[config.mk]
export PLATFORM = sky130hd
export DESIGN_NAME = cursor_linked_list_engine_top
export DESIGN_NICKNAME = d
export VERILOG_FILES = /design/src/hw/rtl/clle_pkg.sv /design/src/hw/rtl/clle_ram.sv /design/src/hw/rtl/clle_seq.sv /design/src/hw/rtl/cursor_linked_list_engine_top.sv
export SDC_FILE = /design/constraint.sdc
export NUM_CORES = 1
export LEC_CHECK = 0
export ABC_CLOCK_PERIOD_IN_PS = 7150
export BUFFER_PORTS_ARGS = -buffer_cell sky130_fd_sc_hd__buf_2
export CAP_MARGIN = 20
export CORE_UTILIZATION = 30
export CTS_BUF_LIST = sky130_fd_sc_hd__clkbuf_2
export DETAILED_ROUTE_END_ITERATION = 6
export GPL_ROUTABILITY_DRIVEN = 0
export GPL_TIMING_DRIVEN = 0
export PLACE_DENSITY = 0.42
export SLEW_MARGIN = 20
export SYNTH_ARGS = -nofsm -noshare
export SYNTH_HDL_FRONTEND = slang
export SYNTH_SLANG_ARGS = --single-unit
[constraint.sdc]
create_clock -name clk -period 7.15 [get_ports clk]
set_clock_uncertainty 0.05 [all_clocks]
set_input_delay 1.7875 -clock clk [delete_from_list [all_inputs] [get_ports clk]]
set_output_delay 1.7875 -clock clk [all_outputs]
set_load 0.01 [all_outputs]
[src/hw/rtl/clle_pkg.sv]
// ----------------------------------------------------------------------------
// clle_pkg
// Shared types and constants of the cursor linked list engine.
// ----------------------------------------------------------------------------
package clle_pkg;

    localparam int SLOTS_DEFAULT = 16;
    localparam int POS_W         = 4;
    localparam int VALUE_W       = 32;
    localparam int STATUS_W      = 2;
    localparam int HEAD_SLOT     = 0;
    localparam int FREE_SLOT     = 1;

    localparam logic OP_INSERT = 1'b0;
    localparam logic OP_DELETE = 1'b1;

    typedef enum logic [STATUS_W-1:0] {
        ST_DONE     = 2'd0,
        ST_RANGE    = 2'd1,
        ST_FULL     = 2'd2,
        ST_PAST_END = 2'd3
    } status_t;

    typedef struct packed {
        logic    valid;
        status_t status;
    } res_t;

endpackage

[src/hw/rtl/clle_ram.sv]
// ----------------------------------------------------------------------------
// clle_ram
// Generic single-write, single-read RAM with registered read data.
// ----------------------------------------------------------------------------
module clle_ram #(
    parameter int WIDTH = 8,
    parameter int DEPTH = 16
) (
    input  logic                     clk,
    input  logic                     wr_en,
    input  logic [$clog2(DEPTH)-1:0] wr_addr,
    input  logic [WIDTH-1:0]         wr_data,
    input  logic                     rd_en,
    input  logic [$clog2(DEPTH)-1:0] rd_addr,
    output logic [WIDTH-1:0]         rd_data
);

    logic [WIDTH-1:0] mem [DEPTH];

    always_ff @(posedge clk)
    begin
        if (wr_en)
        begin
            mem[wr_addr] <= wr_data;
        end
        if (rd_en)
        begin
            rd_data <= mem[rd_addr];
        end
    end

endmodule

[src/hw/rtl/clle_seq.sv]
// ----------------------------------------------------------------------------
// clle_seq
// Operation sequencer: walks the link store, updates links and data slots.
// ----------------------------------------------------------------------------
module clle_seq
    import clle_pkg::*;
#(
    parameter int SLOTS = SLOTS_DEFAULT
) (
    input  logic               clk,
    input  logic               rst_n,
    input  logic               in_valid,
    output logic               in_ready,
    input  logic               op,
    input  logic [POS_W-1:0]   pos,
    input  logic [VALUE_W-1:0] val,
    output res_t               res,
    input  logic               res_ready
);

    localparam int AW = $clog2(SLOTS);
    localparam int LW = $clog2(SLOTS + 1);
    localparam logic [LW-1:0] END_MARK = LW'(SLOTS);
    localparam logic [AW-1:0] HEAD_A   = AW'(HEAD_SLOT);
    localparam logic [AW-1:0] FREE_A   = AW'(FREE_SLOT);
    localparam logic [AW-1:0] LAST_A   = AW'(SLOTS - 1);

    typedef enum logic [3:0] {
        S_CLEAR, S_IDLE, S_FREE, S_WALK, S_STEP, S_RD_A, S_RD_B, S_RD_C,
        S_WR1, S_WR2, S_WR3, S_OUT
    } state_t;

    state_t             state_reg, state_next;
    logic [AW-1:0]      clr_reg, clr_next;
    logic               op_reg, op_next;
    logic [POS_W-1:0]   cnt_reg, cnt_next;
    logic [VALUE_W-1:0] val_reg, val_next;
    logic [AW-1:0]      cur_reg, cur_next;
    logic [AW-1:0]      slot_reg, slot_next;
    logic [LW-1:0]      na_reg, na_next;
    logic [LW-1:0]      nb_reg, nb_next;
    status_t            status_reg, status_next;

    logic               rd_en;
    logic [AW-1:0]      rd_addr;
    logic [LW-1:0]      rd_data;
    logic [LW-1:0]      rnext;
    logic               wr_en;
    logic [AW-1:0]      wr_addr;
    logic [LW-1:0]      wr_data;
    logic               dwr_en;
    logic               pos_bad;

    clle_ram #(.WIDTH(LW), .DEPTH(SLOTS)) u_link_ram (
        .clk     (clk),
        .wr_en   (wr_en),
        .wr_addr (wr_addr),
        .wr_data (wr_data),
        .rd_en   (rd_en),
        .rd_addr (rd_addr),
        .rd_data (rd_data)
    );

    clle_ram #(.WIDTH(VALUE_W), .DEPTH(SLOTS)) u_data_ram (
        .clk     (clk),
        .wr_en   (dwr_en),
        .wr_addr (slot_reg),
        .wr_data (val_reg),
        .rd_en   (1'b0),
        .rd_addr ('0),
        .rd_data ()
    );

    assign rnext   = (rd_data >= END_MARK) ? END_MARK : rd_data;
    assign pos_bad = (pos == '0) || (32'(pos) > SLOTS - 1);

    always_comb
    begin
        state_next  = state_reg;
        clr_next    = clr_reg;
        op_next     = op_reg;
        cnt_next    = cnt_reg;
        val_next    = val_reg;
        cur_next    = cur_reg;
        slot_next   = slot_reg;
        na_next     = na_reg;
        nb_next     = nb_reg;
        status_next = status_reg;
        rd_en       = 1'b0;
        rd_addr     = cur_reg;
        wr_en       = 1'b0;
        wr_addr     = cur_reg;
        wr_data     = '0;
        dwr_en      = 1'b0;
        in_ready    = 1'b0;
        res.valid   = 1'b0;
        res.status  = status_reg;

        unique case (state_reg)
            S_CLEAR:
            begin
                wr_en   = 1'b1;
                wr_addr = clr_reg;
                if (clr_reg == HEAD_A || clr_reg == LAST_A)
                begin
                    wr_data = END_MARK;
                end
                else
                begin
                    wr_data = LW'(clr_reg) + LW'(1);
                end
                clr_next = clr_reg + AW'(1);
                if (clr_reg == LAST_A)
                begin
                    state_next = S_IDLE;
                end
            end
            S_IDLE:
            begin
                in_ready = 1'b1;
                if (in_valid)
                begin
                    op_next  = op;
                    val_next = val;
                    cnt_next = pos - POS_W'(1);
                    cur_next = HEAD_A;
                    if (pos_bad)
                    begin
                        status_next = ST_RANGE;
                        state_next  = S_OUT;
                    end
                    else if (op == OP_INSERT)
                    begin
                        rd_en      = 1'b1;
                        rd_addr    = FREE_A;
                        state_next = S_FREE;
                    end
                    else
                    begin
                        state_next = S_WALK;
                    end
                end
            end
            S_FREE:
            begin
                if (rnext == END_MARK)
                begin
                    status_next = ST_FULL;
                    state_next  = S_OUT;
                end
                else
                begin
                    slot_next  = rnext[AW-1:0];
                    state_next = S_WALK;
                end
            end
            S_WALK:
            begin
                rd_en = 1'b1;
                if (cnt_reg == '0)
                begin
                    rd_addr    = (op_reg == OP_INSERT) ? slot_reg : cur_reg;
                    state_next = S_RD_A;
                end
                else
                begin
                    state_next = S_STEP;
                end
            end
            S_STEP:
            begin
                if (rnext == END_MARK)
                begin
                    status_next = ST_PAST_END;
                    state_next  = S_OUT;
                end
                else
                begin
                    cur_next   = rnext[AW-1:0];
                    cnt_next   = cnt_reg - POS_W'(1);
                    state_next = S_WALK;
                end
            end
            S_RD_A:
            begin
                na_next = rnext;
                if (op_reg == OP_INSERT)
                begin
                    rd_en      = 1'b1;
                    state_next = S_RD_B;
                end
                else if (rnext == END_MARK)
                begin
                    status_next = ST_PAST_END;
                    state_next  = S_OUT;
                end
                else
                begin
                    slot_next  = rnext[AW-1:0];
                    rd_en      = 1'b1;
                    rd_addr    = rnext[AW-1:0];
                    state_next = S_RD_B;
                end
            end
            S_RD_B:
            begin
                nb_next = rnext;
                if (op_reg == OP_INSERT)
                begin
                    state_next = S_WR1;
                end
                else
                begin
                    rd_en      = 1'b1;
                    rd_addr    = FREE_A;
                    state_next = S_RD_C;
                end
            end
            S_RD_C:
            begin
                na_next    = rnext;
                state_next = S_WR1;
            end
            S_WR1:
            begin
                wr_en = 1'b1;
                if (op_reg == OP_INSERT)
                begin
                    wr_addr = FREE_A;
                    wr_data = na_reg;
                    dwr_en  = 1'b1;
                end
                else
                begin
                    wr_addr = cur_reg;
                    wr_data = nb_reg;
                end
                state_next = S_WR2;
            end
            S_WR2:
            begin
                wr_en      = 1'b1;
                wr_addr    = slot_reg;
                wr_data    = (op_reg == OP_INSERT) ? nb_reg : na_reg;
                state_next = S_WR3;
            end
            S_WR3:
            begin
                wr_en       = 1'b1;
                wr_addr     = (op_reg == OP_INSERT) ? cur_reg : FREE_A;
                wr_data     = LW'(slot_reg);
                status_next = ST_DONE;
                state_next  = S_OUT;
            end
            S_OUT:
            begin
                res.valid = 1'b1;
                if (res_ready)
                begin
                    state_next = S_IDLE;
                end
            end
            default:
            begin
                state_next = S_IDLE;
            end
        endcase
    end

    always_ff @(posedge clk or negedge rst_n)
    begin
        if (!rst_n)
        begin
            state_reg <= S_CLEAR;
            clr_reg   <= '0;
        end
        else
        begin
            state_reg <= state_next;
            clr_reg   <= clr_next;
        end
    end

    always_ff @(posedge clk)
    begin
        op_reg     <= op_next;
        cnt_reg    <= cnt_next;
        val_reg    <= val_next;
        cur_reg    <= cur_next;
        slot_reg   <= slot_next;
        na_reg     <= na_next;
        nb_reg     <= nb_next;
        status_reg <= status_next;
    end

    a_no_accept_in_clear: assert property (@(posedge clk) disable iff (!rst_n)
        state_reg == S_CLEAR |-> !in_ready)
        else $error("input accepted during link store clear");

    a_link_write_in_range: assert property (@(posedge clk) disable iff (!rst_n)
        wr_en |-> (32'(wr_addr) < SLOTS) && (wr_data <= END_MARK))
        else $error("link write outside the store or with stray link");

    a_read_consumed: assert property (@(posedge clk) disable iff (!rst_n)
        rd_en |=> state_reg != S_IDLE && state_reg != S_OUT)
        else $error("link read issued without a consuming step");

    a_no_rw_overlap: assert property (@(posedge clk) disable iff (!rst_n)
        wr_en |-> !rd_en)
        else $error("link read and write in the same cycle");

    a_done_after_write: assert property (@(posedge clk) disable iff (!rst_n)
        state_reg == S_WR3 |=> state_reg == S_OUT && status_reg == ST_DONE)
        else $error("completed update not reported as done");

endmodule

[src/hw/rtl/cursor_linked_list_engine_top.sv]
// ----------------------------------------------------------------------------
// cursor_linked_list_engine_top
// Cursor linked list with free chain: insert at or delete at a list position.
// Pace: each walked link takes one link memory read.
// Throughput: one beat at a time; the next beat is taken once a result is out.
// Reset: asynchronous, active low; then the link store is rebuilt slot by slot
// (empty list, free chain from slot one) while s_tready stays low.
// ----------------------------------------------------------------------------
module cursor_linked_list_engine_top
    import clle_pkg::*;
#(
    parameter int SLOTS = SLOTS_DEFAULT
) (
    input  logic        clk,
    input  logic        rst_n,
    input  logic        s_tvalid,
    output logic        s_tready,
    input  logic [39:0] s_tdata,   // position[3:0], value[35:4], zero pad
    input  logic        s_tuser,   // operation
    output logic        m_tvalid,
    input  logic        m_tready,
    output logic [7:0]  m_tdata    // ok[0], status[2:1], zero pad
);

    res_t          res;
    logic          res_ready;
    logic          out_valid_reg, out_valid_next;
    logic          ok_reg, ok_next;
    status_t       status_reg, status_next;

    clle_seq #(.SLOTS(SLOTS)) u_seq (
        .clk       (clk),
        .rst_n     (rst_n),
        .in_valid  (s_tvalid),
        .in_ready  (s_tready),
        .op        (s_tuser),
        .pos       (s_tdata[POS_W-1:0]),
        .val       (s_tdata[POS_W+VALUE_W-1:POS_W]),
        .res       (res),
        .res_ready (res_ready)
    );

    assign res_ready = !out_valid_reg || m_tready;

    always_comb
    begin
        out_valid_next = out_valid_reg;
        ok_next        = ok_reg;
        status_next    = status_reg;
        if (m_tready)
        begin
            out_valid_next = 1'b0;
        end
        if (res.valid && res_ready)
        begin
            out_valid_next = 1'b1;
            ok_next        = (res.status == ST_DONE);
            status_next    = res.status;
        end
    end

    always_ff @(posedge clk or negedge rst_n)
    begin
        if (!rst_n)
        begin
            out_valid_reg <= 1'b0;
        end
        else
        begin
            out_valid_reg <= out_valid_next;
        end
    end

    always_ff @(posedge clk)
    begin
        ok_reg     <= ok_next;
        status_reg <= status_next;
    end

    assign m_tvalid = out_valid_reg;
    assign m_tdata  = {5'b0, status_reg, ok_reg};

endmodule

==> impl_metrics.env <==
export IMPL_crit_type="in -> reg"
export IMPL_powerDensity_nw_per_um2=438
export IMPL_cts_sinks=122
export IMPL_status="complete, no violations"
export IMPL_fin_nets=570
export IMPL_grt_pass1_vias=4184
export IMPL_pin_count=55
export IMPL_rows=51
export IMPL_irDropWorstVdd_mv=0.156
export IMPL_fin_crit_ps=4190
export IMPL_r2r_end="u_seq.u_link_ram.mem[0][3]"
export IMPL_first_pass_iters=5
export IMPL_syn_to_final_growth_pct=12.7
export IMPL_route_antenna_remaining_nets=0
export IMPL_io_buffers=12
export IMPL_clk_path_buf_depth=2
export IMPL_viasPerCell=5.25
export IMPL_htreeDepth=4
export IMPL_fmaxAchievable_ghz=0.239
export IMPL_min_period_over_period_pct=58.5
export IMPL_power_leakage_nw=2.26
export IMPL_crit_arrival_ps=4560
export IMPL_cts_root_buffer="clkbuf_2"
export IMPL_slew_violations=0
export IMPL_syn_area_um2=5920
export IMPL_setup_worst_path_end_class="flip-flop"
export IMPL_final_core_util_pct=34.4
export IMPL_place_inst=768
export IMPL_synth_cell_types=64
export IMPL_numCtsBuffers=17
export IMPL_drt_iter0_markers=331
export IMPL_postCtsSetupRepairBufs=0
export IMPL_tightest_slew_ps=1060
export IMPL_gr_total_overflow=0
export IMPL_die_h_um=143
export IMPL_holdPathEnd="status_reg[0]"
export IMPL_vias=4208
export IMPL_hold_viol_final=0
export IMPL_postSynthCellCount=484
export IMPL_min_from="u_seq.status_reg[0]"
export IMPL_register_area_um2=3620
export IMPL_worstPathMaxFanout=10
export IMPL_post_cts_resized=0
export IMPL_initial_core_util_pct=30.5
export IMPL_cts_tree="yes"
export IMPL_cp_start_kind="input port"
export IMPL_finalSetupViolCount=0
export IMPL_rsz0062_at_grt="false"
export IMPL_grtUsageTotal_pct=16.3
export IMPL_maxSlewHeadroom_pct=28.4
export IMPL_r2r_start="u_seq.state_reg[3]"
export IMPL_antenna_found_initial=1
export IMPL_synth_edf_count=113
export IMPL_fin_hold_ws_ps=438
export IMPL_fin_cells=801
export IMPL_whs_path_depth=0
export IMPL_drc=0
export IMPL_postSynth_topFlopCell="edfxtp_1"
export IMPL_drive_gt1_share_pct=16.4
export IMPL_postSynthAreaPerCell_um2=12.2
export IMPL_ys_seq_area_share_pct=61.1
export IMPL_synth_warnings=0
export IMPL_cap_viol_max_count=0
export IMPL_regMostFlops="u_seq.u_link_ram.mem"
export IMPL_setup_tns_final_ps=0
export IMPL_core_area_um2=19400
export IMPL_postCtsHoldBufs=0
export IMPL_hold_path_class="reg -> reg"
export IMPL_multi_input_area_um2=2130
export IMPL_grt_first_pass_wirelength_mm=24.1
export IMPL_crit_slowest_cell="nor4_1"
export IMPL_reg2regPathDepth=7
export IMPL_path_clk_slew_ps=220
export IMPL_path_common_cell="buf_2"
export IMPL_slowest_delay_ps=900
export IMPL_wl_mm=15.6
export IMPL_ys_ff_latch=122
export IMPL_dpl_hpwl_mm=11.6
export IMPL_fill_cells=1994
export IMPL_ys_async_sr_fraction_pct=7.38
export IMPL_largest_reg_flops=80
export IMPL_grt_max_degree=17
export IMPL_path_cells="buf_2, nor4_1, nand4bb_1, nand3_1, nor2_1, buf_2, mux2_2, o22ai_1, nor3_1"
export IMPL_cp_required_ps=7520
export IMPL_dieArea_um2=20300
export IMPL_r2r_slack_ps=3470
export IMPL_wire_per_inst_um=19.4
export IMPL_die_w_um=143
export IMPL_insertion_delay_ps=680
layer usage:
| metal | wire [um] | vias to the layer above | track usage [%] |
|---|---|---|---|
| met1 | 7170 | 2101 | 21.8 |
| met4 | 389 | 0 | 6.73 |
| li1 | - | 1970 | - |
| met3 | 702 | 25 | 3.36 |
| met5 | 0 | - | 0 |
| met2 | 7280 | 112 | 25.8 |
worst max-delay path: cells and delay by family:
family                 cells  cell delay (ps)
and+or+nand+nor            5             1780
buffers and inverters      2              410
muxes                      1              380
AOI/OAI and AO/OA          1              190
placed cells by master, fill, tap and decap left out, types with 3 or more instances in the layout:
cell type	count
a211oi_1	3
a21o_1	4
a21oi_1	12
a22o_1	3
a22oi_1	17
a311oi_1	10
a32o_1	5
a32oi_1	11
buf_2	23
buf_4	6
bufinv_16	3
clkbuf_1	19
clkbuf_2	17
clkinv_4	3
conb_1	5
dfrtp_1	9
edfxtp_1	113
ha_1	3
inv_1	8
inv_6	6
mux2_2	10
mux2i_1	15
nand2_1	35
nand2b_1	11
nand3_1	14
nand4_1	3
nand4b_1	3
nand4bb_1	4
nor2_1	34
nor2b_1	6
nor3_1	12
nor4_1	3
o21ai_0	31
o22ai_1	11
xnor2_1	8
power by group:
| group | internal (W) | total, W | switching [W] | leakage [nW] |
|---|---|---|---|---|
| Combinational | 0.000462 | 0.00137 | 0.000906 | 0.938 |
| Clock | 0.000202 | 0.000486 | 0.000284 | 0.161 |
| Sequential | 0.00100 | 0.00107 | 0.0000657 | 1.16 |
how the worst max path moves through the flow:
stage                     cells after the start                     endpoint  slack (ps)  startpoint
final                                         9  u_seq.u_link_ram.rd_data[1]        2960  s_tdata[1]
after global routing                          9  u_seq.u_link_ram.rd_data[4]        2920  s_tdata[1]
after CTS                                     9  u_seq.u_link_ram.rd_data[4]        3020  s_tdata[1]
after detailed placement                      9  u_seq.u_link_ram.rd_data[4]        2250  s_tdata[1]
after global placement                        9  u_seq.u_link_ram.rd_data[4]        2270  s_tdata[1]
after floorplan                               9  u_seq.u_link_ram.rd_data[3]        3220    s_tvalid
cell families (layout without fill, tap and decap cells):
| family | after synthesis | count (layout) | synth area share [%] |
|---|---|---|---|
| and+or+nand+nor | 144 | 144 | 13.1 |
| AOI/OAI and AO/OA | 132 | 132 | 15.7 |
| DFF | 122 | 122 | 61.1 |
| buffers and inverters | 48 | 95 | 3.66 |
| muxes | 25 | 25 | 4.44 |
| xor gates and xnor gates | 9 | 9 | 1.33 |
| adders and majority gates | 3 | 3 | 0.634 |
| other | 1 | 6 | 0.0633 |
per-stage QoR:
step / worst slack [ps] / total power, W / cell area (um^2)
floorplan: 3220 / 0.00198 / 5940
CTS: 3020 / 0.00295 / 6670
finish: 2960 / 0.00293 / 6670
global route: 2920 / 0.00312 / 6670
global placement: 2270 / 0.00242 / 6330
detailed placement: 2250 / 0.00246 / 6400
synth_stat cells (all sizes together) (5+ instances only):
cell	number	share of area, %
dfrtp	9	3.8
xnor2	8	1.2
inv	8	0.51
edfxtp	113	57
clkbuf	19	1.2
nor2	34	2.2
mux2	10	1.9
a32oi	11	1.6
nand3	14	1.2
a32o	5	0.85
nand2b	11	1.2
nor2b	6	0.63
o22ai	11	1.2
nor3	14	1.4
a21oi	12	1.0
nand2	35	2.2
o21ai	34	2.9
buf	19	1.8
mux2i	15	2.5
a22oi	17	2.2
a311oi	10	1.5
area by class of cell:
class | count | area share [%]
flip-flops and latches | 122 | 54.2
well taps | 265 | 4.97
inverters | 10 | 0.563
multi-input cells | 318 | 32.0
repair buffers | 15 | 1.46
clock buffers | 17 | 1.28
diodes | 1 | 0.0375
clock inverters | 15 | 2.79
plain buffers | 38 | 2.68
(Power assumes the default switching activity.)
